$ cat config.mk
export PLATFORM = sky130hd
export DESIGN_NAME = duration_text_to_seconds
export DESIGN_NICKNAME = d
export VERILOG_FILES = /design/src/rtl/core/dtts_pkg.sv /design/src/rtl/core/duration_text_to_seconds.sv /design/src/rtl/core/dtts_parser.sv /design/src/rtl/core/dtts_total.sv
export SDC_FILE = /design/constraint.sdc
export NUM_CORES = 2
export LEC_CHECK = 0
export ABC_AREA = 0
export ABC_CLOCK_PERIOD_IN_PS = 21500
export BUFFER_PORTS_ARGS = -buffer_cell sky130_fd_sc_hd__buf_2
export CAP_MARGIN = 30
export CORE_ASPECT_RATIO = 0.6
export CORE_MARGIN = 4
export CORE_UTILIZATION = 70
export CTS_CLUSTER_DIAMETER = 120
export DETAILED_ROUTE_END_ITERATION = 8
export PLACE_DENSITY = 0.91
export REMOVE_ABC_BUFFERS = 1
export SYNTH_ARGS = -nofsm -noshare
export SYNTH_HDL_FRONTEND = slang
export SYNTH_SLANG_ARGS = --single-unit
$ cat constraint.sdc
create_clock -name clk -period 21.5 [get_ports clk]
set_clock_uncertainty 0.1 [all_clocks]
set_input_delay 1.075 -clock clk [delete_from_list [all_inputs] [get_ports clk]]
set_output_delay 1.075 -clock clk [all_outputs]
set_load 0.05 [all_outputs]
$ cat src/rtl/core/dtts_pkg.sv
// Shared types, character codes, status codes and parse-step functions for the
// duration text to seconds block. Depends on nothing; used by every module in rtl/core.
package dtts_pkg;

    localparam int CNT_W = 20;
    localparam int TOT_W = 51;
    localparam int SEC_W = 25;

    localparam logic [CNT_W-1:0] CNT_MAX = 20'd999999;

    localparam logic [SEC_W-1:0] SEC_MINUTE = 25'd60;
    localparam logic [SEC_W-1:0] SEC_HOUR   = 25'd3600;
    localparam logic [SEC_W-1:0] SEC_DAY    = 25'd86400;
    localparam logic [SEC_W-1:0] SEC_MONTH  = 25'd2592000;
    localparam logic [SEC_W-1:0] SEC_YEAR   = 25'd31536000;

    localparam logic [7:0] CH_MINUS = 8'h2D;
    localparam logic [7:0] CH_COLON = 8'h3A;
    localparam logic [7:0] CH_0     = 8'h30;
    localparam logic [7:0] CH_9     = 8'h39;
    localparam logic [7:0] CH_D     = 8'h44;
    localparam logic [7:0] CH_M     = 8'h4D;
    localparam logic [7:0] CH_P     = 8'h50;
    localparam logic [7:0] CH_T     = 8'h54;
    localparam logic [7:0] CH_Y     = 8'h59;

    localparam logic [2:0] ST_OK     = 3'd0;
    localparam logic [2:0] ST_PREFIX = 3'd1;
    localparam logic [2:0] ST_COLON  = 3'd2;
    localparam logic [2:0] ST_CHAR   = 3'd3;
    localparam logic [2:0] ST_LONG   = 3'd4;

    typedef enum logic [15:0] {
        PH_START    = 16'h0001,
        PH_WANT_P   = 16'h0002,
        PH_AFTER_P  = 16'h0004,
        PH_LA_A     = 16'h0008,
        PH_LA_B     = 16'h0010,
        PH_LA_C     = 16'h0020,
        PH_D_START  = 16'h0040,
        PH_D_DIGITS = 16'h0080,
        PH_H1       = 16'h0100,
        PH_H2       = 16'h0200,
        PH_C1       = 16'h0400,
        PH_M1       = 16'h0800,
        PH_M2       = 16'h1000,
        PH_C2       = 16'h2000,
        PH_SEC      = 16'h4000,
        PH_SINK     = 16'h8000
    } phase_t;

    // Parse state that one character step updates.
    typedef struct packed {
        phase_t           phase;
        logic [2:0]       err;
        logic [CNT_W-1:0] acc;
        logic [CNT_W-1:0] yr;
        logic [CNT_W-1:0] mo;
        logic [CNT_W-1:0] dy;
        logic [CNT_W-1:0] hr;
        logic [CNT_W-1:0] mi;
        logic [CNT_W-1:0] se;
    } prs_t;

    // Finished text handed from the parser to the arithmetic pipeline.
    typedef struct packed {
        logic             neg;
        logic [2:0]       err;
        logic [CNT_W-1:0] yr;
        logic [CNT_W-1:0] mo;
        logic [CNT_W-1:0] dy;
        logic [CNT_W-1:0] hr;
        logic [CNT_W-1:0] mi;
        logic [CNT_W-1:0] se;
    } snap_t;

    localparam prs_t PRS_RESET = '{
        phase: PH_START, err: ST_OK, acc: '0, yr: '0, mo: '0,
        dy: '0, hr: '0, mi: '0, se: '0
    };

    function automatic logic is_digit(logic [7:0] c);
        return (c >= CH_0) && (c <= CH_9);
    endfunction

    // acc * 10 + digit, saturated.
    function automatic logic [CNT_W-1:0] push_digit(logic [CNT_W-1:0] acc, logic [7:0] c);
        logic [CNT_W+4:0] v;
        v = ({5'd0, acc} << 3) + ({5'd0, acc} << 1) + {21'd0, c[3:0]};
        return (v > {5'd0, CNT_MAX}) ? CNT_MAX : v[CNT_W-1:0];
    endfunction

    // Keep the first error, except that too long always wins and colon missing
    // replaces an unrecognized character. Fatal errors park the parser.
    function automatic prs_t raise_error(prs_t s, logic [2:0] code);
        prs_t r;
        r = s;
        if (code == ST_LONG || s.err == ST_OK || (code == ST_COLON && s.err == ST_CHAR))
            r.err = code;
        if (code == ST_PREFIX || code == ST_COLON || code == ST_LONG)
            r.phase = PH_SINK;
        return r;
    endfunction

    // One character of the date or time part.
    function automatic prs_t feed(prs_t s, logic [7:0] c);
        prs_t r;
        r = s;
        unique case (s.phase)
            PH_D_START, PH_D_DIGITS:
            begin
                if (is_digit(c))
                begin
                    r.acc   = push_digit(s.acc, c);
                    r.phase = PH_D_DIGITS;
                end
                else if (c == CH_Y || c == CH_M || c == CH_D)
                begin
                    if (c == CH_Y)
                        r.yr = s.acc;
                    else if (c == CH_M)
                        r.mo = s.acc;
                    else
                        r.dy = s.acc;
                    r.acc   = '0;
                    r.phase = PH_D_START;
                end
                else if (c == CH_T)
                begin
                    if (s.phase == PH_D_DIGITS)
                        r = raise_error(r, ST_CHAR);
                    r.acc   = '0;
                    r.phase = PH_H1;
                end
                else
                begin
                    r       = raise_error(r, ST_CHAR);
                    r.acc   = '0;
                    r.phase = PH_D_START;
                end
            end
            PH_H1, PH_H2:
            begin
                if (is_digit(c))
                    r.hr = push_digit(s.hr, c);
                else
                    r = raise_error(r, ST_CHAR);
                r.phase = (s.phase == PH_H1) ? PH_H2 : PH_C1;
            end
            PH_M1, PH_M2:
            begin
                if (is_digit(c))
                    r.mi = push_digit(s.mi, c);
                else
                    r = raise_error(r, ST_CHAR);
                r.phase = (s.phase == PH_M1) ? PH_M2 : PH_C2;
            end
            PH_C1, PH_C2:
            begin
                if (c == CH_COLON)
                    r.phase = (s.phase == PH_C1) ? PH_M1 : PH_SEC;
                else
                    r = raise_error(r, ST_COLON);
            end
            PH_SEC:
            begin
                if (is_digit(c))
                    r.se = push_digit(s.se, c);
                else
                    r = raise_error(r, ST_CHAR);
            end
            default:
            begin
                r = s;
            end
        endcase
        return r;
    endfunction

endpackage

$ cat src/rtl/core/duration_text_to_seconds.sv
// Duration text to seconds, top level: parser plus seconds pipeline.
// Depends on dtts_pkg, dtts_parser and dtts_total.
// Throughput: one character per cycle while in_stall is low.
// The result reaches out_valid through the hand-off register, then the scaling,
// pair sum and final sum registers.
// Reset: rst_n clears the parse state and all pipeline valid flags at once.
module duration_text_to_seconds
    import dtts_pkg::*;
#(
    parameter int MAX_CHARS = 128
)
(
    input  logic             clk,
    input  logic             rst_n,
    input  logic             in_valid,
    output logic             in_stall,
    input  logic [7:0]       char_code,
    input  logic             last_char,
    output logic             out_valid,
    input  logic             out_stall,
    output logic [2:0]       status,
    output logic [TOT_W-1:0] total_seconds
);

    // Finished text travels from the parser to the arithmetic as one struct.
    snap_t snap;
    logic  snap_valid;
    logic  snap_take;

    // Parser: takes an item every cycle unless a finished text is still
    // waiting in its hand-off register and the pipeline cannot take it.
    // It tracks the sign, the two-character lookahead after "PT", the
    // per-unit counts, the error priority and the length limit.
    dtts_parser #(
        .MAX_CHARS (MAX_CHARS)
    ) u_parser (
        .clk        (clk),
        .rst_n      (rst_n),
        .in_valid   (in_valid),
        .in_stall   (in_stall),
        .char_code  (char_code),
        .last_char  (last_char),
        .snap_valid (snap_valid),
        .snap       (snap),
        .snap_take  (snap_take)
    );

    // Seconds pipeline: scale each count by its unit, add in pairs with the
    // sign applied, then add the three pairs into the output register. Each
    // stage moves on as soon as the one after it has room, so a stalled
    // result does not hold up the parser until all stages are full.
    dtts_total u_total (
        .clk           (clk),
        .rst_n         (rst_n),
        .snap_valid    (snap_valid),
        .snap          (snap),
        .snap_take     (snap_take),
        .out_valid     (out_valid),
        .out_stall     (out_stall),
        .status        (status),
        .total_seconds (total_seconds)
    );

endmodule

$ cat src/rtl/core/dtts_parser.sv
// Character parser: one text character per cycle while not stalled, holds the
// parse state and hands a finished text to the next stage. Depends on dtts_pkg.
module dtts_parser
    import dtts_pkg::*;
#(
    parameter int MAX_CHARS = 128
)
(
    input  logic       clk,
    input  logic       rst_n,
    input  logic       in_valid,
    output logic       in_stall,
    input  logic [7:0] char_code,
    input  logic       last_char,
    output logic       snap_valid,
    output snap_t      snap,
    input  logic       snap_take
);

    localparam int CW = $clog2(MAX_CHARS + 1);

    prs_t          prs_reg, prs_next;
    logic          neg_reg, neg_next;
    logic [7:0]    la0_reg, la0_next;
    logic [7:0]    la1_reg, la1_next;
    logic [CW-1:0] cnt_reg, cnt_next;
    logic          snap_valid_reg, snap_valid_next;
    snap_t         snap_reg, snap_next;
    logic          accept;

    // Hold input only while a finished text waits in the hand-off register.
    assign in_stall   = snap_valid_reg && !snap_take;
    assign accept     = in_valid && !in_stall;
    assign snap_valid = snap_valid_reg;
    assign snap       = snap_reg;

    always_comb
    begin : step_logic
        prs_t          s;
        logic          n;
        logic [7:0]    l0;
        logic [7:0]    l1;
        logic [CW-1:0] cnt_inc;

        s       = prs_reg;
        n       = neg_reg;
        l0      = la0_reg;
        l1      = la1_reg;
        cnt_inc = (cnt_reg < CW'(MAX_CHARS)) ? cnt_reg + CW'(1) : cnt_reg;

        if (cnt_inc >= CW'(MAX_CHARS))
            s = raise_error(s, ST_LONG);

        unique case (s.phase)
            PH_START:
            begin
                if (char_code == CH_MINUS)
                begin
                    n       = 1'b1;
                    s.phase = PH_WANT_P;
                end
                else if (char_code == CH_P)
                    s.phase = PH_AFTER_P;
                else
                    s = raise_error(s, ST_PREFIX);
            end
            PH_WANT_P:
            begin
                if (char_code == CH_P)
                    s.phase = PH_AFTER_P;
                else
                    s = raise_error(s, ST_PREFIX);
            end
            PH_AFTER_P:
            begin
                if (char_code == CH_T)
                    s.phase = last_char ? PH_D_START : PH_LA_A;
                else
                begin
                    s.phase = PH_D_START;
                    s       = feed(s, char_code);
                end
            end
            PH_LA_A:
            begin
                if (last_char)
                begin
                    s.phase = PH_D_START;
                    s       = feed(s, char_code);
                end
                else
                begin
                    l0      = char_code;
                    s.phase = PH_LA_B;
                end
            end
            PH_LA_B:
            begin
                if (last_char)
                begin
                    s.phase = PH_D_START;
                    s       = feed(s, la0_reg);
                    s       = feed(s, char_code);
                end
                else
                begin
                    l1      = char_code;
                    s.phase = PH_LA_C;
                end
            end
            PH_LA_C:
            begin
                // Colon third after the T: keep it as the time marker.
                s.phase = (char_code == CH_COLON) ? PH_H1 : PH_D_START;
                s       = feed(s, la0_reg);
                s       = feed(s, la1_reg);
                s       = feed(s, char_code);
            end
            PH_SINK:
            begin
                s = s;
            end
            default:
            begin
                s = feed(s, char_code);
            end
        endcase

        if (last_char)
        begin
            if (s.phase == PH_START || s.phase == PH_WANT_P)
                s = raise_error(s, ST_PREFIX);
            else if (s.phase == PH_D_DIGITS)
                s = raise_error(s, ST_CHAR);
            else if (s.phase == PH_H1 || s.phase == PH_H2 || s.phase == PH_C1 ||
                     s.phase == PH_M1 || s.phase == PH_M2 || s.phase == PH_C2)
                s = raise_error(s, ST_COLON);
        end

        snap_next = '{neg: n, err: s.err, yr: s.yr, mo: s.mo, dy: s.dy,
                      hr: s.hr, mi: s.mi, se: s.se};

        // Default: hold.
        prs_next        = prs_reg;
        neg_next        = neg_reg;
        la0_next        = la0_reg;
        la1_next        = la1_reg;
        cnt_next        = cnt_reg;
        snap_valid_next = snap_valid_reg && !snap_take;

        if (accept)
        begin
            if (last_char)
            begin
                // Drop all parse state so the next character opens a new text.
                prs_next        = PRS_RESET;
                neg_next        = 1'b0;
                la0_next        = '0;
                la1_next        = '0;
                cnt_next        = '0;
                snap_valid_next = 1'b1;
            end
            else
            begin
                prs_next = s;
                neg_next = n;
                la0_next = l0;
                la1_next = l1;
                cnt_next = cnt_inc;
            end
        end
    end

    always_ff @(posedge clk or negedge rst_n)
    begin
        if (!rst_n)
        begin
            prs_reg        <= PRS_RESET;
            neg_reg        <= 1'b0;
            la0_reg        <= '0;
            la1_reg        <= '0;
            cnt_reg        <= '0;
            snap_valid_reg <= 1'b0;
        end
        else
        begin
            prs_reg        <= prs_next;
            neg_reg        <= neg_next;
            la0_reg        <= la0_next;
            la1_reg        <= la1_next;
            cnt_reg        <= cnt_next;
            snap_valid_reg <= snap_valid_next;
        end
    end

    always_ff @(posedge clk)
    begin
        if (accept && last_char)
            snap_reg <= snap_next;
    end

endmodule

$ cat src/rtl/core/dtts_total.sv
// Seconds pipeline: scales the unit counts, sums them, applies the sign and
// holds the result for the output channel. Depends on dtts_pkg.
module dtts_total
    import dtts_pkg::*;
(
    input  logic             clk,
    input  logic             rst_n,
    input  logic             snap_valid,
    input  snap_t            snap,
    output logic             snap_take,
    output logic             out_valid,
    input  logic             out_stall,
    output logic [2:0]       status,
    output logic [TOT_W-1:0] total_seconds
);

    // Stage B: scaled unit counts.
    logic             b_valid_reg, b_valid_next;
    logic             b_neg_reg;
    logic [2:0]       b_err_reg;
    logic [TOT_W-1:0] b_prod_reg [6];
    logic [TOT_W-1:0] b_prod_next [6];
    // Stage C: signed pair sums.
    logic             c_valid_reg, c_valid_next;
    logic [2:0]       c_err_reg;
    logic [TOT_W-1:0] c_pair_reg [3];
    logic [TOT_W-1:0] c_pair_next [3];
    // Stage D: output register.
    logic             d_valid_reg, d_valid_next;
    logic [2:0]       d_err_reg;
    logic [TOT_W-1:0] d_total_reg, d_total_next;

    logic b_ready, c_ready, d_ready;

    // Each stage fills when empty or when its contents move on.
    assign d_ready   = !d_valid_reg || !out_stall;
    assign c_ready   = !c_valid_reg || d_ready;
    assign b_ready   = !b_valid_reg || c_ready;
    assign snap_take = b_ready;

    assign b_valid_next = b_ready ? snap_valid  : b_valid_reg;
    assign c_valid_next = c_ready ? b_valid_reg : c_valid_reg;
    assign d_valid_next = d_ready ? c_valid_reg : d_valid_reg;

    function automatic logic [TOT_W-1:0] scale(logic [CNT_W-1:0] n, logic [SEC_W-1:0] k);
        return TOT_W'({{SEC_W{1'b0}}, n} * {{CNT_W{1'b0}}, k});
    endfunction

    always_comb
    begin
        b_prod_next[0] = scale(snap.yr, SEC_YEAR);
        b_prod_next[1] = scale(snap.mo, SEC_MONTH);
        b_prod_next[2] = scale(snap.dy, SEC_DAY);
        b_prod_next[3] = scale(snap.hr, SEC_HOUR);
        b_prod_next[4] = scale(snap.mi, SEC_MINUTE);
        b_prod_next[5] = TOT_W'(snap.se);
        // Any error forces a zero total.
        if (snap.err != ST_OK)
        begin
            for (int i = 0; i < 6; i++)
                b_prod_next[i] = '0;
        end
    end

    always_comb
    begin
        for (int i = 0; i < 3; i++)
        begin
            c_pair_next[i] = b_prod_reg[2*i] + b_prod_reg[2*i+1];
            if (b_neg_reg)
                c_pair_next[i] = TOT_W'(0) - c_pair_next[i];
        end
    end

    assign d_total_next = c_pair_reg[0] + c_pair_reg[1] + c_pair_reg[2];

    always_ff @(posedge clk or negedge rst_n)
    begin
        if (!rst_n)
        begin
            b_valid_reg <= 1'b0;
            c_valid_reg <= 1'b0;
            d_valid_reg <= 1'b0;
        end
        else
        begin
            b_valid_reg <= b_valid_next;
            c_valid_reg <= c_valid_next;
            d_valid_reg <= d_valid_next;
        end
    end

    always_ff @(posedge clk)
    begin
        if (b_ready && snap_valid)
        begin
            b_neg_reg  <= snap.neg;
            b_err_reg  <= snap.err;
            b_prod_reg <= b_prod_next;
        end
        if (c_ready && b_valid_reg)
        begin
            c_err_reg  <= b_err_reg;
            c_pair_reg <= c_pair_next;
        end
        if (d_ready && c_valid_reg)
        begin
            d_err_reg   <= c_err_reg;
            d_total_reg <= d_total_next;
        end
    end

    assign out_valid     = d_valid_reg;
    assign status        = d_err_reg;
    assign total_seconds = d_total_reg;

endmodule
# ---- After elaboration in Yosys (flattened, before gate mapping)
# Cells that the tools add are included.
dict set report classes {
  n_mux 220
  n_eq_ne 83
  order_cmp 28
  n_mul 5
  reduce_logical 65
  addsub 45
}
# cell n
set op_table {}
lappend op_table {{$pmux W159 S5} 5}
lappend op_table {{$mux W143} 15}
lappend op_table {{$mux W159} 10}
lappend op_table {{$mux W20} 57}
lappend op_table {{$pmux W159 S7} 1}
lappend op_table {{$mux W120} 7}
lappend op_table {{$mux W152} 5}
lappend op_table {{$mux W123} 5}
lappend op_table {{$mux W103} 5}
lappend op_table {{$add A25 B4 Y25} 20}
lappend op_table {{$gt A25 B20 Y1 const B} 20}
lappend op_table {{$mux W60} 7}
lappend op_table {{$mux W83} 5}
lappend op_table {{$mux W80} 5}
lappend op_table {{$add A23 B21 Y24} 16}
lappend op_table {{$mux W16} 24}
lappend op_table {{$add A51 B51 Y51} 5}
lappend op_table {{$mux W40} 5}
lappend op_table {{$mux W51} 3}
lappend op_table {{$sub A1 B51 Y51 const A} 3}
lappend op_table {{$eq A8 B7 Y1 const B} 13}
lappend op_table {{$mux W3} 30}
lappend op_table {{$eq A16 B10 Y1 const B} 5}
lappend op_table {{$eq A16 B11 Y1 const B} 5}
lappend op_table {{50 further kinds} 170}
dict set report totals {
  input_bits 13
  output_inout_bits 56
  wordCells 491
  reg_bits 832
}

# ---- Logic depth before layout (Yosys ltp)
dict set report depth {
  word_depth 39
  depth_mapped 70
  ltp_nobuf 65
}

# ---- By module
# Synthesis repeated with hierarchy kept, for this count alone.
dict set report unflattened {
  cells_unflattened 8490
  hier_area_um2 76833.7
}
# mod cells_each area_each_um2 seq_area_each_um2 instances
set modules_own_cells {}
lappend modules_own_cells {dtts_total 3838 40448.8 11215.8 1}
lappend modules_own_cells {dtts_parser 4652 36384.9 8354.3 1}

# ---- Worst setup path before layout
# OpenSTA, ideal clock, no wires.
dict set report synth_path {
  kind {flip-flop to flip-flop}
  startpoint {register u_parser.prs_reg[120] (netlist name)}
  endpoint {register u_parser.prs_reg[121] (netlist name)}
  setup_time_ns 0.134
  t_arrival_ns 13.140
  setup_slack_ns 8.127
  path_stages_with_launch 65
  period_less_slack_ns 13.373
  path_buffers 3
  required_ns 21.266
  cell_sequence {dfrtp_1 ha_1 fa_1 a21o_1 a21oi_1 o21bai_1 a21o_1 a21oi_1 o21bai_1 xor2_1 nand3_1 nor2_1 nand3_1 nor4b_1 o21ai_0 or2_2 clkbuf_1 clkbuf_1 [29 not listed] a21boi_0 o21ai_0 a21boi_0 o21ai_0 a21boi_0 o21ai_0 a21boi_0 o21ai_0 nand2_1 and3_1 and3_1 nand4_1 nand2b_1 a21o_1 a221oi_2 a21oi_1 a2111oi_0 o21ai_1}
}
dict set report synth_between {
  elab_chain_len 27
  elab_cells_between_ends 61
  classes_between {add/sub: 9; order compare: 5; mux: 47}
}
# item line_no
set synth_lines {}
lappend synth_lines {{start, declared} dtts_parser.sv:22} ;# prs_t prs_reg, prs_next;
lappend synth_lines {{start signal, assigned} dtts_parser.sv:187} ;# prs_reg <= prs_next;
lappend synth_lines {{$mux W159 (*)} dtts_parser.sv:51} ;# if (cnt_inc >= CW'(MAX_CHARS))
lappend synth_lines {{$add A23 B21 Y24} dtts_pkg.sv:89} ;# v = ({5'd0, acc} << 3) + ({5'd0, acc} << 1) + {21'd0, c[3:0]};
lappend synth_lines {{$add A25 B4 Y25} dtts_pkg.sv:89}
lappend synth_lines {{$gt A25 B20 Y1} dtts_pkg.sv:90} ;# return (v > {5'd0, CNT_MAX}) ? CNT_MAX : v[CNT_W-1:0];
lappend synth_lines {{$mux W20} dtts_pkg.sv:90}
lappend synth_lines {{$mux W20} dtts_pkg.sv:112} ;# if (is_digit(c))
lappend synth_lines {{$pmux W159 S5} dtts_pkg.sv:109} ;# unique case (s.phase)
lappend synth_lines {{$mux W159} dtts_parser.sv:54} ;# unique case (s.phase)
lappend synth_lines {{[11 not listed]} -}
lappend synth_lines {{$mux W20} dtts_pkg.sv:112}
lappend synth_lines {{$pmux W159 S5} dtts_pkg.sv:109}
lappend synth_lines {{$pmux W159 S7 (*)} dtts_parser.sv:54}
lappend synth_lines {{$mux W159} dtts_parser.sv:135} ;# else if (s.phase == PH_H1 || s.phase == PH_H2 || s.phase == PH_C1 ||
lappend synth_lines {{$mux W159} dtts_parser.sv:133} ;# else if (s.phase == PH_D_DIGITS)
lappend synth_lines {{$mux W159} dtts_parser.sv:131} ;# if (s.phase == PH_START || s.phase == PH_WANT_P)
lappend synth_lines {{$mux W159 (*)} dtts_parser.sv:129} ;# if (last_char)
lappend synth_lines {{$mux W159 (*)} dtts_parser.sv:153} ;# if (last_char)
# Every way passes the cells marked *; elsewhere a longest branch is shown, timed or not. The select of a mux whose other input is x is not followed.
# A chain may end at the register's enable or synchronous reset.

# ---- Final worst setup path
dict set report layout_path {
  startpoint {register u_parser.prs_reg[120] (netlist name)}
  endpoint {register u_parser.prs_reg[127] (netlist name)}
}
# The elaborated chain is that of the path after synthesis.

==> results.yml <==
run_status:
  status: "finished with violations"
  failed_checks: "DRC"
sta:
  drv_slew: 0
  rsz0062_at_grt: "false"
  tightest_slew_ps: 1310
  max_slew_margin_pct: 12.1
  period_minus_slack_ps: 18030
  finalHoldViolCount: 0
  setup_viol: 0
  fmax_mhz: 55.5
  setup_tns_ps: 0
  min_period_over_period_pct: 83.9
synthesis:
  synth_commonest_cells: "ha_1 (819), a21oi_1 (698), nor2_1 (659), inv_1 (632), nand2_1 (575)"
  ys_types: 121
  synth_ff_type: "edfxtp_1"
  ys_ff_latch: 683
  postSynthAreaPerCell_um2: 9.11
  synthTopCellsByArea: "edfxtp_1 (21%), ha_1 (14%), fa_1 (11%)"
  yosys.area.top_type: "edfxtp_1"
  yosysWarnings: 0
  ys_async_sr_fraction_pct: 27.5
  synth-edff-count: 495
  ys_seq_area_share_pct: 27.2
  syn-cell-area_um2: 71900
  synthCells: 7888
  synth_top_area_share_pct: 20.7
  synth_most_common_cell: "ha_1"
worst_setup_path:
  r2r_setup_slack_ps: 3470
  reg2regPathDepth: 62
  reg2reg_from: "u_parser.prs_reg[120]$_DFFE_PN0P_"
  cp-start-kind: "register"
  crit_type: "reg2reg"
  required_ps: 22020
  crit_path_frequent_cell: "o21ai_0"
  critical-path-max-stage-delay_ps: 870
  cp_data_arrival_time_ps: 18550
  cp_slowest_cell: "a2111oi_0"
  end_kind: "register"
  r2r_end: "u_parser.prs_reg[127]$_DFFE_PN0P_"
  worstPathMaxFanout: 20
clock_tree:
  cts_resized: 0
  htreeDepth: 3
  cts_tree: "built"
  cts_buffer_depth: 3
  cts_setup_buffers: 0
  hold_buffers: 0
  clkLatencyLatePin_ps: 700
  clock-root-buffer: "clkbuf_16"
  clock_sinks: 683
  path_clk_slew_ps: 70
  cts-buffers-inserted: 69
detailed_routing:
  final_antenna_net_count: 0
  routedWlPerCell_um: 29.1
  dr.pass1.iters: 9
  avgViaCountPerCell: 7.37
  wirelength_um: 270000
  drc: 156
  drtIter0Drc: 11700
  vias: 68400
hold_path:
  worstHoldPathCells: 0
  hold_start: "u_total.c_pair_reg[2]$_DFFE_PP_"
  min_to: "u_total.total_seconds[2]$_DFFE_PP_"
  min_path_type: "reg2reg"
cells_and_area:
  area_delta_synth_final_pct: 6.46
  largest_register_ffs: 174
  nets: 9102
  drive_above_1_share_pct: 5.95
grt:
  grt_max_degree: 107
  grt_pass1_vias: 65400
  overflow: 0
  antenna_found_initial: 22
  grtUsageTotal_pct: 48.1
  grt_pass1_wl_um: 400000
die:
  boundaryPins: 69
  num_rows: 90
  die_h_um: 256
  start_util_pct: 71.0
  core_area_um2: 101000
  die_x_um: 422
  dieArea_um2: 108000
job:
  maxCapViolations: 0
placed_design:
  gp_congestion: 1.06
  dpl.hpwl_um: 194000
  portBuffers: 68
-- area by class of cell --
class,instances,area [um2]
diodes,15,37.5
clock buffers,85,1830
clock inverters,41,554
fillers,6260,24700
inverters,636,2390
multi-input cells,6283,49000
flip-flops and latches,683,19600
well taps,1334,1670
repair buffers,211,1500
-- layout by cell type, fill, tap and decap left out, types with 159 or more instances in the layout --
cell,count
a21oi_1,695
dfrtp_1,187
edfxtp_1,495
fa_1,386
ha_1,819
inv_1,631
nand2_1,573
nand3_1,172
nor2_1,652
o21ai_0,478
o21bai_1,159
xnor2_1,490
-- critical path, delay by kind of cell, from the launching register on --
family | cells | cell delay, ps
compound gates | 38 | 10070
simple gates | 13 | 3370
fa+ha+maj | 6 | 2290
xor+xnor | 2 | 980
flops | 1 | 630
buf+inv | 3 | 480
-- worst max path at each step --
stage / slack (ps) / to / cells past startpoint / start
5_1_grt: 2570 / u_parser.prs_reg[126]$_DFFE_PN0P_ / 61 / u_parser.prs_reg[120]$_DFFE_PN0P_
2_1_floorplan: 8210 / u_parser.prs_reg[121]$_DFFE_PN0P_ / 59 / u_parser.prs_reg[120]$_DFFE_PN0P_
4_1_cts: 4290 / u_parser.prs_reg[126]$_DFFE_PN0P_ / 61 / u_parser.prs_reg[120]$_DFFE_PN0P_
3_5_place_dp: 4390 / u_parser.prs_reg[127]$_DFFE_PN0P_ / 61 / u_parser.prs_reg[120]$_DFFE_PN0P_
6_report: 3470 / u_parser.prs_reg[127]$_DFFE_PN0P_ / 62 / u_parser.prs_reg[120]$_DFFE_PN0P_
3_3_place_gp: 4590 / u_parser.prs_reg[126]$_DFFE_PN0P_ / 62 / u_parser.prs_reg[120]$_DFFE_PN0P_
-- through the flow --
stage	cells	hold WS, ps	worst slack [ps]	util, %	cell area (um2)
after detailed placement	9136	305	4390	73.1	74000
after global routing	9274	325	2570	75.6	76500
after global placement	9127	301	4590	73.0	73900
after CTS	9262	320	4290	75.4	76300
after floorplan	7602	300	8210	-	70800
final	9288	322	3470	75.6	76500
-- cell families after synthesis --
| logic type | share of synthesized area, % |
|---|---|
| compound gates | 19.7 |
| simple gates | 14.4 |
| fa+ha+maj | 25.0 |
| buf+inv | 4.86 |
| flops | 27.2 |
| xor+xnor | 7.92 |
| mux | 0.910 |
-- layer usage --
layer,GRT usage (%),up-vias,wire [um]
li1,-,28200,-
met2,66.1,6543,105000
met1,64.3,32100,101000
met4,20.7,20,15900
met5,2.54,-,563
met3,23.0,1569,47500
Power is left out: the tool's default activity adds up to more than one toggle a clock period on the data nets, which glitch-free logic cannot reach.
